`src/design/usbcep_pkg.sv`:
```
`timescale 1ns / 1ps

package usbcep_pkg;

    // Function codes carried in the input kind field
    localparam logic [1:0] FUNC_RX     = 2'd0;
    localparam logic [1:0] FUNC_TXFREE = 2'd1;
    localparam logic [1:0] FUNC_BUSRST = 2'd2;

    // Configuration register indexes
    localparam logic [1:0] REG_VENDOR_ID      = 2'd0;
    localparam logic [1:0] REG_PRODUCT_ID     = 2'd1;
    localparam logic [1:0] REG_DEVICE_RELEASE = 2'd2;

    localparam logic [15:0] VENDOR_ID_RESET      = 16'h16C0;
    localparam logic [15:0] PRODUCT_ID_RESET     = 16'h05DF;
    localparam logic [15:0] DEVICE_RELEASE_RESET = 16'h0100;

    localparam logic [7:0] PID_DATA0          = 8'hC3;
    localparam logic [7:0] PID_DATA1          = 8'h4B;
    localparam logic [7:0] NO_MSG             = 8'hFF;
    localparam logic [7:0] DEV_DESC_LEN       = 8'd18;
    localparam logic [7:0] REQ_SET_ADDRESS    = 8'd5;
    localparam logic [7:0] REQ_GET_DESCRIPTOR = 8'd6;
    localparam logic [7:0] REQ_SET_CONFIG     = 8'd9;
    localparam logic [7:0] DESC_TYPE_DEVICE   = 8'd1;
    localparam logic [7:0] USB_BCD_LO         = 8'h10;
    localparam logic [7:0] USB_BCD_HI         = 8'h01;
    localparam logic [7:0] EP0_MAX_SIZE       = 8'd8;
    localparam logic [7:0] NUM_CONFIGS        = 8'd1;
    localparam logic [3:0] SETUP_LEN          = 4'd8;
    localparam logic [3:0] PKT_OVERHEAD       = 4'd4;

    localparam logic [15:0] CRC_INIT = 16'hFFFF;
    localparam logic [15:0] CRC_POLY = 16'hA001;

    // Microprogram step addresses
    typedef logic [2:0] t_step;
    localparam t_step S_WAIT  = 3'd0;
    localparam t_step S_DISP  = 3'd1;
    localparam t_step S_SETUP = 3'd2;
    localparam t_step S_TXCHK = 3'd3;
    localparam t_step S_PID   = 3'd4;
    localparam t_step S_DATA  = 3'd5;
    localparam t_step S_CRCLO = 3'd6;
    localparam t_step S_CRCHI = 3'd7;

    typedef enum logic [2:0] {
        A_NONE, A_LATCH, A_DISP, A_SETUP, A_TXLOAD, A_DATA, A_TXEND
    } t_act;

    typedef enum logic [2:0] {
        E_NONE, E_PID, E_DATA, E_CRCLO, E_CRCHI
    } t_emit;

    typedef enum logic [2:0] {
        C_NEXT, C_GOTO, C_FUNC, C_NOMSG, C_ZNEXT, C_ZSTAY
    } t_cond;

    typedef struct packed {
        logic  ready;
        t_act  act;
        t_emit emit;
        t_cond cond;
        t_step target;
    } t_uop;

    typedef struct packed {
        t_step step;
        t_uop  uop;
        logic  fire;
    } t_ctl;

    typedef struct packed {
        logic [1:0] func;
        logic       setup_ok;
        logic       no_msg;
        logic       cnt_zero;
        logic       emit_ok;
    } t_stat;

    typedef struct packed {
        logic [1:0] func;
        logic       is_setup_token;
        logic [3:0] data_len;
        logic [7:0] request_type;
        logic [7:0] request_code;
        logic [7:0] value_low;
        logic [7:0] value_high;
        logic [7:0] length_low;
        logic [7:0] length_high;
    } t_item;

    // Control store: one word per step.
    function automatic t_uop ucode(input t_step s);
        t_uop u;
        u = '{ready: 1'b0, act: A_NONE, emit: E_NONE, cond: C_NEXT, target: S_WAIT};
        case (s)
            S_WAIT: begin
                u.ready = 1'b1;
                u.act   = A_LATCH;
            end
            S_DISP: begin
                u.act  = A_DISP;
                u.cond = C_FUNC;
            end
            S_SETUP: begin
                u.act  = A_SETUP;
                u.cond = C_GOTO;
            end
            S_TXCHK: begin
                u.act  = A_TXLOAD;
                u.cond = C_NOMSG;
            end
            S_PID: begin
                u.emit   = E_PID;
                u.cond   = C_ZNEXT;
                u.target = S_CRCLO;
            end
            S_DATA: begin
                u.emit   = E_DATA;
                u.act    = A_DATA;
                u.cond   = C_ZSTAY;
                u.target = S_CRCLO;
            end
            S_CRCLO: begin
                u.emit = E_CRCLO;
            end
            S_CRCHI: begin
                u.emit = E_CRCHI;
                u.act  = A_TXEND;
                u.cond = C_GOTO;
            end
            default: begin
                u.cond = C_GOTO;
            end
        endcase
        return u;
    endfunction

    function automatic logic [7:0] desc_byte(
        input logic [4:0]  idx,
        input logic [15:0] vid,
        input logic [15:0] pid,
        input logic [15:0] rel
    );
        logic [7:0] b;
        case (idx)
            5'd0:    b = DEV_DESC_LEN;
            5'd1:    b = DESC_TYPE_DEVICE;
            5'd2:    b = USB_BCD_LO;
            5'd3:    b = USB_BCD_HI;
            5'd7:    b = EP0_MAX_SIZE;
            5'd8:    b = vid[7:0];
            5'd9:    b = vid[15:8];
            5'd10:   b = pid[7:0];
            5'd11:   b = pid[15:8];
            5'd12:   b = rel[7:0];
            5'd13:   b = rel[15:8];
            5'd17:   b = NUM_CONFIGS;
            default: b = 8'd0;
        endcase
        return b;
    endfunction

    // Reflected CRC16 over one byte, eight shift steps.
    function automatic logic [15:0] crc_byte(input logic [15:0] crc, input logic [7:0] b);
        logic [15:0] c;
        c = crc ^ {8'd0, b};
        for (int k = 0; k < 8; k++) begin
            c = c[0] ? ((c >> 1) ^ CRC_POLY) : (c >> 1);
        end
        return c;
    endfunction

endpackage

```
`src/design/usbcep_seq.sv`:
```
`timescale 1ns / 1ps

module usbcep_seq (
    input  logic               i_clk,
    input  logic               i_rst_n,
    input  logic               i_in_valid,
    input  usbcep_pkg::t_stat  i_stat,
    output usbcep_pkg::t_ctl   o_ctl
);
    import usbcep_pkg::*;

    t_step r_step;
    t_step n_step;
    t_step jump;
    t_uop  uop;
    logic  fire;

    assign uop = ucode(r_step);

    // A step completes when its input arrives or its byte has room to leave; other steps always complete.
    always_comb begin
        if (uop.ready) begin
            fire = i_in_valid;
        end else if (uop.emit != E_NONE) begin
            fire = i_stat.emit_ok;
        end else begin
            fire = 1'b1;
        end
    end

    always_comb begin
        case (uop.cond)
            C_NEXT:  jump = t_step'(r_step + 3'd1);
            C_GOTO:  jump = uop.target;
            C_FUNC: begin
                if (i_stat.func == FUNC_RX) begin
                    jump = i_stat.setup_ok ? S_SETUP : S_WAIT;
                end else if (i_stat.func == FUNC_TXFREE) begin
                    jump = S_TXCHK;
                end else begin
                    jump = S_WAIT;
                end
            end
            C_NOMSG: jump = i_stat.no_msg ? uop.target : t_step'(r_step + 3'd1);
            C_ZNEXT: jump = i_stat.cnt_zero ? uop.target : t_step'(r_step + 3'd1);
            C_ZSTAY: jump = i_stat.cnt_zero ? uop.target : r_step;
            default: jump = S_WAIT;
        endcase
    end

    assign n_step = fire ? jump : r_step;

    always_ff @(posedge i_clk) begin
        if (!i_rst_n) begin
            r_step <= S_WAIT;
        end else begin
            r_step <= n_step;
        end
    end

    assign o_ctl = '{step: r_step, uop: uop, fire: fire};

endmodule

```
`src/design/usbcep_dp.sv`:
```
`timescale 1ns / 1ps

module usbcep_dp #(
    parameter int MAX_PACKET = 8
) (
    input  logic              i_clk,
    input  logic              i_rst_n,
    input  usbcep_pkg::t_ctl  i_ctl,
    input  usbcep_pkg::t_item i_item,
    input  logic [15:0]       i_vendor_id,
    input  logic [15:0]       i_product_id,
    input  logic [15:0]       i_device_release,
    input  logic              i_out_ready,
    output usbcep_pkg::t_stat o_stat,
    output logic              o_out_valid,
    output logic [7:0]        o_tx_byte,
    output logic              o_last,
    output logic [3:0]        o_packet_len,
    output logic [7:0]        o_pending_address,
    output logic [7:0]        o_configuration
);
    import usbcep_pkg::*;

    localparam int         CW   = $clog2(MAX_PACKET + 1);
    localparam logic [7:0] MAXP = 8'(MAX_PACKET);

    t_item          r_item;
    logic [7:0]     r_addr, n_addr;
    logic [7:0]     r_cfgv, n_cfgv;
    logic [7:0]     r_remaining, n_remaining;
    logic [4:0]     r_read_idx, n_read_idx;
    logic [7:0]     r_toggle, n_toggle;
    logic [CW-1:0]  r_count, n_count;
    logic [3:0]     r_plen, n_plen;
    logic           r_short, n_short;
    logic [15:0]    r_crc, n_crc;

    logic           r_out_valid;
    logic [7:0]     r_tx_byte;
    logic           r_last;
    logic [3:0]     r_oplen;
    logic [7:0]     r_oaddr;
    logic [7:0]     r_ocfg;

    logic [7:0]     want;
    logic [7:0]     data_byte;
    logic [15:0]    crc_next;
    logic [CW-1:0]  cnt_after;
    logic           std_req;
    logic [7:0]     reply;
    logic [7:0]     out_byte;
    logic           do_emit;

    assign want      = (r_remaining > MAXP) ? MAXP : r_remaining;
    assign data_byte = desc_byte(r_read_idx, i_vendor_id, i_product_id, i_device_release);
    assign crc_next  = crc_byte(r_crc, data_byte);
    assign cnt_after = (i_ctl.uop.act == A_DATA) ? r_count - CW'(1) : r_count;
    assign std_req   = (r_item.request_type[6:5] == 2'b00);

    // Reply length is clamped to wLength only when its high byte is zero.
    always_comb begin
        reply = (std_req && r_item.request_code == REQ_GET_DESCRIPTOR
                 && r_item.value_high == DESC_TYPE_DEVICE) ? DEV_DESC_LEN : 8'd0;
        if (r_item.length_high == 8'd0 && reply > r_item.length_low) begin
            reply = r_item.length_low;
        end
    end

    always_comb begin
        n_addr      = r_addr;
        n_cfgv      = r_cfgv;
        n_remaining = r_remaining;
        n_read_idx  = r_read_idx;
        n_toggle    = r_toggle;
        n_count     = r_count;
        n_plen      = r_plen;
        n_short     = r_short;
        n_crc       = r_crc;
        if (i_ctl.fire) begin
            case (i_ctl.uop.act)
                A_DISP: begin
                    if (r_item.func == FUNC_BUSRST) begin
                        n_addr = 8'd0;
                    end
                end
                A_SETUP: begin
                    n_toggle    = PID_DATA0;
                    n_remaining = reply;
                    if (std_req && r_item.request_code == REQ_SET_ADDRESS) begin
                        n_addr = r_item.value_low;
                    end
                    if (std_req && r_item.request_code == REQ_SET_CONFIG) begin
                        n_cfgv = r_item.value_low;
                    end
                    if (std_req && r_item.request_code == REQ_GET_DESCRIPTOR
                        && r_item.value_high == DESC_TYPE_DEVICE) begin
                        n_read_idx = 5'd0;
                    end
                end
                A_TXLOAD: begin
                    if (r_remaining != NO_MSG) begin
                        n_remaining = r_remaining - want;
                        n_toggle    = r_toggle ^ (PID_DATA0 ^ PID_DATA1);
                        n_count     = CW'(want);
                        n_plen      = want[3:0] + PKT_OVERHEAD;
                        n_short     = (want < MAXP);
                        n_crc       = CRC_INIT;
                    end
                end
                A_DATA: begin
                    n_read_idx = r_read_idx + 5'd1;
                    n_count    = cnt_after;
                    n_crc      = crc_next;
                end
                A_TXEND: begin
                    if (r_short) begin
                        n_remaining = NO_MSG;
                    end
                end
                default: begin
                end
            endcase
        end
    end

    always_ff @(posedge i_clk) begin
        if (!i_rst_n) begin
            r_addr      <= 8'd0;
            r_cfgv      <= 8'd0;
            r_remaining <= NO_MSG;
            r_read_idx  <= 5'd0;
            r_toggle    <= PID_DATA0;
        end else begin
            r_addr      <= n_addr;
            r_cfgv      <= n_cfgv;
            r_remaining <= n_remaining;
            r_read_idx  <= n_read_idx;
            r_toggle    <= n_toggle;
        end
    end

    always_ff @(posedge i_clk) begin
        if (i_ctl.fire && i_ctl.uop.act == A_LATCH) begin
            r_item <= i_item;
        end
        r_count <= n_count;
        r_plen  <= n_plen;
        r_short <= n_short;
        r_crc   <= n_crc;
    end

    always_comb begin
        case (i_ctl.uop.emit)
            E_PID:   out_byte = r_toggle;
            E_DATA:  out_byte = data_byte;
            E_CRCLO: out_byte = ~r_crc[7:0];
            E_CRCHI: out_byte = ~r_crc[15:8];
            default: out_byte = 8'd0;
        endcase
    end

    assign do_emit = i_ctl.fire && (i_ctl.uop.emit != E_NONE);

    always_ff @(posedge i_clk) begin
        if (!i_rst_n) begin
            r_out_valid <= 1'b0;
        end else if (do_emit) begin
            r_out_valid <= 1'b1;
        end else if (i_out_ready) begin
            r_out_valid <= 1'b0;
        end
    end

    always_ff @(posedge i_clk) begin
        if (do_emit) begin
            r_tx_byte <= out_byte;
            r_last    <= (i_ctl.uop.emit == E_CRCHI);
            r_oplen   <= r_plen;
            r_oaddr   <= r_addr;
            r_ocfg    <= r_cfgv;
        end
    end

    assign o_stat = '{
        func:     r_item.func,
        setup_ok: r_item.is_setup_token && (r_item.data_len == SETUP_LEN),
        no_msg:   (r_remaining == NO_MSG),
        cnt_zero: (cnt_after == '0),
        emit_ok:  !r_out_valid || i_out_ready
    };

    assign o_out_valid       = r_out_valid;
    assign o_tx_byte         = r_tx_byte;
    assign o_last            = r_last;
    assign o_packet_len      = r_oplen;
    assign o_pending_address = r_oaddr;
    assign o_configuration   = r_ocfg;

endmodule

```
`src/design/usb_control_endpoint_responder.sv`:
```
`timescale 1ns / 1ps
// Channel     Direction  Handshake               Payload
// s_axis      in         i_s_tvalid / o_s_tready event: kind in tuser, SETUP bytes in tdata
// m_axis      out        o_m_tvalid / i_m_tready one IN packet byte, tlast on CRC high
// cfg         in         i_cfg_valid/o_cfg_ready descriptor ID register writes
//
// A transmit-free event with a message pending sends its packet one byte per cycle,
// while the output is not stalled, from the sequencer's emit steps.
// A SETUP request runs the wait, dispatch and setup steps; a transmit-free event with no
// message pending runs wait, dispatch and transmit check; others run wait and dispatch.
// Reset is synchronous; while it is low no request or register write is accepted.
// A stalled output holds the sequencer on its current emit step.

module usb_control_endpoint_responder #(
    parameter int MAX_PACKET = 8
) (
    input  logic        i_clk,
    input  logic        i_rst_n,
    input  logic        i_s_tvalid,
    output logic        o_s_tready,
    // [3:0] data_len, [11:4] request_type, [19:12] request_code, [27:20] value_low,
    // [35:28] value_high, [43:36] length_low, [51:44] length_high, [55:52] zero
    input  logic [55:0] i_s_tdata,
    // [1:0] func, [2] is_setup_token
    input  logic [2:0]  i_s_tuser,
    output logic        o_m_tvalid,
    input  logic        i_m_tready,
    // [7:0] tx_byte, [11:8] packet_len, [19:12] pending_address,
    // [27:20] configuration, [31:28] zero
    output logic [31:0] o_m_tdata,
    output logic        o_m_tlast,
    input  logic        i_cfg_valid,
    output logic        o_cfg_ready,
    input  logic [1:0]  i_cfg_index,
    input  logic [15:0] i_cfg_data
);
    import usbcep_pkg::*;

    logic [15:0] r_vendor_id;
    logic [15:0] r_product_id;
    logic [15:0] r_device_release;

    t_ctl        ctl;
    t_stat       stat;
    t_item       item;
    logic [7:0]  tx_byte;
    logic [3:0]  packet_len;
    logic [7:0]  pending_address;
    logic [7:0]  configuration;

    assign o_cfg_ready = i_rst_n;

    always_ff @(posedge i_clk) begin
        if (!i_rst_n) begin
            r_vendor_id      <= VENDOR_ID_RESET;
            r_product_id     <= PRODUCT_ID_RESET;
            r_device_release <= DEVICE_RELEASE_RESET;
        end else if (i_cfg_valid) begin
            case (i_cfg_index)
                REG_VENDOR_ID:      r_vendor_id      <= i_cfg_data;
                REG_PRODUCT_ID:     r_product_id     <= i_cfg_data;
                REG_DEVICE_RELEASE: r_device_release <= i_cfg_data;
                default: begin
                end
            endcase
        end
    end

    assign item = '{
        func:           i_s_tuser[1:0],
        is_setup_token: i_s_tuser[2],
        data_len:       i_s_tdata[3:0],
        request_type:   i_s_tdata[11:4],
        request_code:   i_s_tdata[19:12],
        value_low:      i_s_tdata[27:20],
        value_high:     i_s_tdata[35:28],
        length_low:     i_s_tdata[43:36],
        length_high:    i_s_tdata[51:44]
    };

    assign o_s_tready = ctl.uop.ready & i_rst_n;

    usbcep_seq u_seq (
        .i_clk      (i_clk),
        .i_rst_n    (i_rst_n),
        .i_in_valid (i_s_tvalid),
        .i_stat     (stat),
        .o_ctl      (ctl)
    );

    usbcep_dp #(
        .MAX_PACKET (MAX_PACKET)
    ) u_dp (
        .i_clk             (i_clk),
        .i_rst_n           (i_rst_n),
        .i_ctl             (ctl),
        .i_item            (item),
        .i_vendor_id       (r_vendor_id),
        .i_product_id      (r_product_id),
        .i_device_release  (r_device_release),
        .i_out_ready       (i_m_tready),
        .o_stat            (stat),
        .o_out_valid       (o_m_tvalid),
        .o_tx_byte         (tx_byte),
        .o_last            (o_m_tlast),
        .o_packet_len      (packet_len),
        .o_pending_address (pending_address),
        .o_configuration   (configuration)
    );

    assign o_m_tdata = {4'd0, configuration, pending_address, packet_len, tx_byte};

    // The CRC high byte closes the packet and returns the sequencer to its wait step.
    a_last_closes: assert property (@(posedge i_clk) disable iff (!i_rst_n)
        (ctl.step == S_CRCHI && ctl.fire) |=> (ctl.step == S_WAIT && o_m_tvalid && o_m_tlast))
        else $error("packet end did not load the final byte");

    a_accept_dispatch: assert property (@(posedge i_clk) disable iff (!i_rst_n)
        (i_s_tvalid && o_s_tready) |=> (ctl.step == S_DISP))
        else $error("accepted request was not dispatched");

    // The data loop leaves for the CRC as soon as its byte count runs out.
    a_data_exit: assert property (@(posedge i_clk) disable iff (!i_rst_n)
        (ctl.step == S_DATA && ctl.fire && stat.cnt_zero) |=> (ctl.step == S_CRCLO))
        else $error("data loop overran its byte count");

endmodule

```
`config.mk`:
```
export PLATFORM = sky130hd
export DESIGN_NAME = usb_control_endpoint_responder
export DESIGN_NICKNAME = d
export VERILOG_FILES = /design/src/design/usbcep_pkg.sv /design/src/design/usbcep_seq.sv /design/src/design/usbcep_dp.sv /design/src/design/usb_control_endpoint_responder.sv
export SDC_FILE = /design/constraint.sdc
export NUM_CORES = 1
export LEC_CHECK = 0
export BUFFER_PORTS_ARGS = -buffer_cell sky130_fd_sc_hd__buf_2
export CORE_MARGIN = 2
export CORE_UTILIZATION = 57
export CTS_CLUSTER_SIZE = 28
export DETAILED_ROUTE_END_ITERATION = 8
export GPL_TIMING_DRIVEN = 0
export PLACE_DENSITY = 0.89
export SLEW_MARGIN = 30
export SYNTH_ARGS = -nofsm -noshare
export SYNTH_HDL_FRONTEND = slang
export SYNTH_SLANG_ARGS = --single-unit
```
`constraint.sdc`:
```
create_clock -name i_clk -period 3.7 [get_ports i_clk]
set_input_delay 0.185 -clock i_clk [delete_from_list [all_inputs] [get_ports i_clk]]
set_output_delay 0.185 -clock i_clk [all_outputs]
set_load 0.02 [all_outputs]
```
==> results of run 1 <==
## area by class of cell
cell class / instances / area share [%]
buffer: 44 / 2.14
clock buffer: 18 / 4.15
clock inverter: 14 / 1.04
inverter: 21 / 0.763
multi-input combinational: 547 / 32.2
sequential: 187 / 46.2
tap: 184 / 2.23
timing repair buffer: 167 / 11.3
## path summary, 6_finish.rpt
path | start | end | slack [ns] | depth (start not counted)
worst max register to register | u_seq.r_step[0] | u_dp.r_addr[1] | 0.09 | 12
worst min register to register | u_dp.r_plen[0] | u_dp.o_packet_len[0] | 0.42 | 0
worst max-delay path | u_seq.r_step[0] | u_dp.r_addr[1] | 0.09 | 12
worst min-delay path | i_cfg_data[3] | r_vendor_id[3] | 0.004 | 3
## cell families (layout without fill, tap and decap cells)
family,count (synthesis),after routing
AOI/OAI and AO/OA,148,148
xor gates and xnor gates,28,28
adders and majority gates,15,15
buffers and inverters,65,264
DFF,187,187
muxes,25,25
other,2,6
and+or+nand+nor,325,325
## power by group through the flow
stage | logic [mW] | clock network [mW] | registers [mW]
3_5_place_dp | 1.19 | 0 | 2.85
2_1_floorplan | 0.845 | 0 | 2.82
5_1_grt | 1.42 | 1.80 | 2.87
3_3_place_gp | 1.14 | 0 | 2.84
4_1_cts | 1.26 | 1.70 | 2.81
6_report | 1.31 | 1.71 | 2.84
## worst max-delay path, cell delays in order (launching register included)
cell      delay, ns
dfxtp_1        0.37
clkbuf_1       0.29
inv_1          0.13
ha_1           0.25
clkbuf_1       0.24
o31a_1         0.39
nor2_1         0.25
o22ai_2        0.26
nor2_1         0.28
nand4_1        0.36
buf_2          0.34
a21oi_1        0.24
nor2_1         0.07
## stage by stage
step	setup TNS, ns	instance area (um2)	util [%]	hold WS, ns
3_3_place_gp	-53.68	9090	63.0	0.361
6_report	0	10300	71.7	0.00405
4_1_cts	0	10300	71.3	0.00204
2_1_floorplan	0	8350	-	0.284
3_5_place_dp	-0.180	9140	63.3	0.363
5_1_grt	-0.0306	10300	71.7	0.00591
## sequential cells by signal, summed over array words and instances (netlist names), 5 cells and up
register and flops:
r_device_release 16, r_product_id 16, r_vendor_id 16, u_dp.o_configuration 8, u_dp.o_pending_address 8, u_dp.o_tx_byte 8
u_dp.r_addr 8, u_dp.r_cfgv 8, u_dp.r_crc 16, u_dp.r_item 47, u_dp.r_read_idx 5, u_dp.r_remaining 8
## placed cells by master (no fill, tap or decap), drive strengths merged, types with 8 or more instances in the layout
| master | synthesis | routed |
|---|---|---|
| a21oi | 65 | 65 |
| a22oi | 8 | 8 |
| buf | 17 | 123 |
| clkbuf | 27 | 45 |
| dfxtp | 84 | 84 |
| dlygate4sd3 | 0 | 61 |
| edfxtp | 103 | 103 |
| ha | 15 | 15 |
| inv | 21 | 29 |
| mux2 | 11 | 11 |
| mux2i | 14 | 14 |
| nand2 | 145 | 145 |
| nand2b | 9 | 9 |
| nand3 | 28 | 28 |
| nor2 | 73 | 73 |
| nor3 | 13 | 13 |
| o21ai | 21 | 21 |
| or3 | 11 | 11 |
| xnor2 | 14 | 14 |
| xor2 | 11 | 11 |
## what timing repair did
item / CTS / global route
setup endpoints to repair: 10 / 19
resized for setup: 1 / 0
hold buffers: 61 / 0
hold endpoints to repair: 67 / 0
pin swaps: 0 / 2
buffers inserted: 0 / 3
## metal layers
metal / routed length (um) / up-vias / global-route usage (%)
met5: 0 / - / 0
met4: 804 / 0 / 12.7
met3: 1780 / 61 / 4.94
met2: 10700 / 403 / 45.8
met1: 8450 / 3242 / 35.4
li1: - / 3206 / -
==> results.cfg, run 1 <==
[power_and_ir_drop]
power.total_mw = 5.86
pwr-share-clk_pct = 29.2
p_seq_share_pct = 48.5
swShare_pct = 32.2
ir_drop_v = 0.000372
comb_power_share_pct = 22.3
internal_power_mw = 3.98
power_density_mw_per_mm2 = 567
netSwitchingPower_mw = 1.89
total_leakage_power_nw = 3.93

[placed_design]
dp_cells = 1086
post-place-ws_ns = -0.0524
numPortBuffers = 102
globalplace.congestion = 0.884
post-dp-hpwl_um = 13500

[critical_path]
cp-start-kind = flop
worstPathArrival_ns = 3.92
worst-setup-path-type = reg2reg
cp.required_ns = 4.01
cp-end-kind = flop
crit_fanout = 10

[global_route]
grt_max_degree = 50
overflow = 0
grt_pass1_wl_um = 33700
grt_usage_pct = 27.5
antenna_found_initial = 0
grt_pass1_vias = 6613

[timing]
skew_ns = 0.0145
tightest_slew_ns = 0.944
max_slew_margin_pct = 36.6
max_freq_mhz = 277
fin_crit_sh_pct = 97.5
setup_viol = 0
slew_viol_final = 0
finalHoldViolCount = 0
min_period_ns = 3.61
worst_slack_ns = 0.0942

[synthesis]
synth_compound_area_share_pct = 11.4
yosys.area_share.simple_pct = 18.5
synth_top_family_by_area = simple AND/OR/NAND/NOR gates
synth_top_area_share_pct = 37.1
synth_edf_count = 103
syn_inst = 795
synth_area_leaders = edfxtp_1, dfxtp_1, nand2_1
synth_top_area_cell = edfxtp_1
synth_fa_ha_area_share_pct = 2.25
synthFlopType = edfxtp_1
syn_area_mm2 = 0.00833
ys_seq_area_share_pct = 57.3
synthMuxAreaShare_pct = 3.17
synthTopCellsByCount = nand2_1, edfxtp_1, dfxtp_1, nor2_1, a21oi_1
ys_warn_count = 0
ys_ff_latch = 187
syn_avg_cell_area_um2 = 10.5
synth_most_common_cell = nand2_1
synth_xor_area_share_pct = 3.69
ys_types = 72
async_flop_share_pct = 0

[floorplanning]
die_area_mm2 = 0.0156
initial_utilization_pct = 57.8
ios = 118
die_h_um = 125
coreArea_mm2 = 0.0144
rows = 44
die_w_um = 125

[clocking]
cts_buffers = 17
cts_tree = yes
path_clk_slew_ns = 0.07
cts_buffer_depth = 2
clkLatencyLatePin_ns = 0.45
clock-sinks = 187
h-tree-depth = 4
root_buffer = clkbuf_16

[cells_and_area]
synthToLayoutAreaGrowth_pct = 24.1
fin_nets = 1082
nFillCells = 959
multi_input_area_mm2 = 0.00332
regArea_mm2 = 0.00477
drive_gt1_share_pct = 19.1
diodes = 0
final_cells = 1182

[outcome]
status = completed

[drt]
drc = 0
drtIter0Drc = 782
wl_um = 21700
wire_per_inst_um = 18.3
vias = 6912
firstDrtPassIters = 6
viasPerCell = 5.85
ant_nets = 0

[job]
drv_cap = 0

[hold_path]
min_path_type = in2reg
Note: power is estimated with default switching activity, not from simulation.
==> inputs of run 2 (changes only) <==
--- a/config.mk
+++ b/config.mk
@@ -9,5 +9,4 @@
 export CORE_MARGIN = 2
 export CORE_UTILIZATION = 57
-export CTS_CLUSTER_SIZE = 28
 export DETAILED_ROUTE_END_ITERATION = 8
 export GPL_TIMING_DRIVEN = 0
==> constraint.sdc (replaced) <==
create_clock -name i_clk -period 3.7 [get_ports i_clk]
set_input_delay 0.555 -clock i_clk [delete_from_list [all_inputs] [get_ports i_clk]]
set_output_delay 0.555 -clock i_clk [all_outputs]
set_load 0.02 [all_outputs]
==> run 2 against run 1 <==
Effect of this change: hold slack better by 0.28 ns; sequential share of layout area increased by 3.0 points; clock skew fell by 0.0057 ns; sequential power about the same; register-to-register slack hardly changed; clock-buffer cell count did not move; critical path depth is 1 lower; clock power is essentially flat; first-iteration DRC count is 13% lower; die area stayed put; critical endpoint is now u_dp.r_cfgv[3]; highest routed layer unchanged.
==> results.cfg, run 2 (same netlist as run 1, synthesis figures left out) <==
[outcome]
status = completed

[hold_path]
min_path_type = in2reg

[drt]
wl_met3_um = 1520
drc = 0
drtIter0Drc = 679
firstDrtPassIters = 7
wire_per_inst_um = 17.5
viasPerCell = 5.87
met2_length_um = 9480
m1WireLength_um = 8190
top_layer = met4
ant_nets = 0
wl_um = 19500
vias = 6575

[global_route]
grt_usage_pct = 24.9
grt_pass1_vias = 6260
overflow = 0
grt_pass1_wl_um = 30700
antenna_found_initial = 0
grt_max_degree = 50

[cells_and_area]
final_common_cell = nand2_1
fin_nets = 1020
nFillCells = 1058
diodes = 0
final_cells = 1120
drive_gt1_share_pct = 20.3
regMostFlops = u_dp.r_item
synthToLayoutAreaGrowth_pct = 16.5
final_cell_area_mm2 = 0.00971
largest_reg_flops = 47
mostFrequentLayoutCells = nand2_1, buf_2, edfxtp_1

[power_and_ir_drop]
ir_drop_v = 0.000359
total_leakage_power_nw = 3.66
power.total_mw = 5.74
power_density_mw_per_mm2 = 591

[floorplanning]
rows = 44
ios = 118
initial_utilization_pct = 57.8
die_h_um = 125
die_area_mm2 = 0.0156
die_w_um = 125
coreArea_mm2 = 0.0144

[critical_path]
cp-start-kind = flop
worst-setup-path-type = reg2reg
reg2reg_slack_ns = 0.11
r2r_start = u_seq.r_step[0]
cp-endpoint = u_dp.r_cfgv[3]
rr_worst_depth = 11
crit_fanout = 10
startpoint = u_seq.r_step[0]
cp-end-kind = flop
r2r_end = u_dp.r_cfgv[3]
cp.required_ns = 4.01
worstPathArrival_ns = 3.90

[clocking]
cts_buffers = 17
h-tree-depth = 4
cts_buffer_depth = 2
clock-sinks = 187
cts_tree = yes
clkLatencyLatePin_ns = 0.44
path_clk_slew_ns = 0.07
root_buffer = clkbuf_16

[timing]
max_slew_margin_pct = 35.4
finalHoldViolCount = 0
slew_viol_final = 0
setup_viol = 0
rsz0062_at_grt = no
tightest_slew_ns = 0.962
fin_crit_sh_pct = 97.1
max_freq_mhz = 278
min_period_ns = 3.59
fin_setup_tns_ns = 0
skew_ns = 0.00879

[job]
drv_cap = 0

[placed_design]
post-dp-hpwl_um = 13500
numPortBuffers = 102
dp_cells = 1086
globalplace.congestion = 0.884
post_dp_cell_area_mm2 = 0.00914
## run 2: changes by cell type in the layout (fill, tap and decap cells not counted), sizes merged
cell	before	now
buf	123	122
dlygate4sd3	61	0
## run 2: per-stage QoR
stage | utilization [%] | worst slack [ns] | hold WS, ns
floorplan | - | 0.290 | 0.400
global placement | 63.0 | -0.631 | 0.404
detailed placement | 63.3 | -0.0524 | 0.408
CTS | 67.1 | 0.0289 | 0.276
global route | 67.3 | 0.00525 | 0.271
finish | 67.3 | 0.107 | 0.286
## run 2: power by group
part | total, mW | internal, mW | switching (mW)
sequential | 2.81 | 2.65 | 0.165
clock | 1.69 | 0.872 | 0.820
combinational | 1.23 | 0.413 | 0.819
## run 2: final cells by class
cell class	instances	area, um2	share of cell area, %
tap	184	230	2.37
inverter	21	78.8	0.812
buffer	44	221	2.28
clock inverter	14	108	1.11
sequential	187	4770	49.2
timing repair buffer	105	541	5.57
clock buffer	18	429	4.42
multi-input combinational	547	3320	34.2
## run 2: worst min-delay path by stage
stage / startpoint / endpoint / cells past startpoint / slack (ns)
after floorplan: u_dp.r_plen[0] / u_dp.o_packet_len[0] / 0 / 0.40
after global placement: u_dp.r_plen[3] / u_dp.o_packet_len[3] / 0 / 0.40
after detailed placement: u_dp.r_plen[3] / u_dp.o_packet_len[3] / 0 / 0.41
after CTS: i_s_tdata[41] / u_dp.r_item[13] / 1 / 0.28
after global routing: i_s_tdata[51] / u_dp.r_item[7] / 1 / 0.27
final: i_s_tuser[2] / u_dp.r_item[52] / 1 / 0.29
## run 2: what timing repair did
| action | CTS | global route |
|---|---|---|
| resized for setup | 1 | 0 |
| pin swaps | 0 | 1 |
| gates cloned | 0 | 0 |
| endpoints found under the setup margin | 10 | 19 |
| hold buffers | 0 | 0 |
| buffers inserted | 0 | 2 |
## run 2: metal layers
metal | global-route usage [%] | vias up
met1 | 32.8 | 3126
met2 | 41.1 | 334
li1 | - | 3074
met5 | 0 | -
met3 | 5.84 | 41
met4 | 8.30 | 0
## run 2: worst max-delay path: stages, from the launching register on
cell	delay, ns
dfxtp_1	0.36
clkbuf_1	0.28
inv_1	0.13
ha_1	0.24
clkbuf_1	0.24
o31a_1	0.39
nor2_1	0.25
o22ai_2	0.26
nand2b_1	0.36
nor3_4	0.60
mux2i_1	0.28
nor2_1	0.06
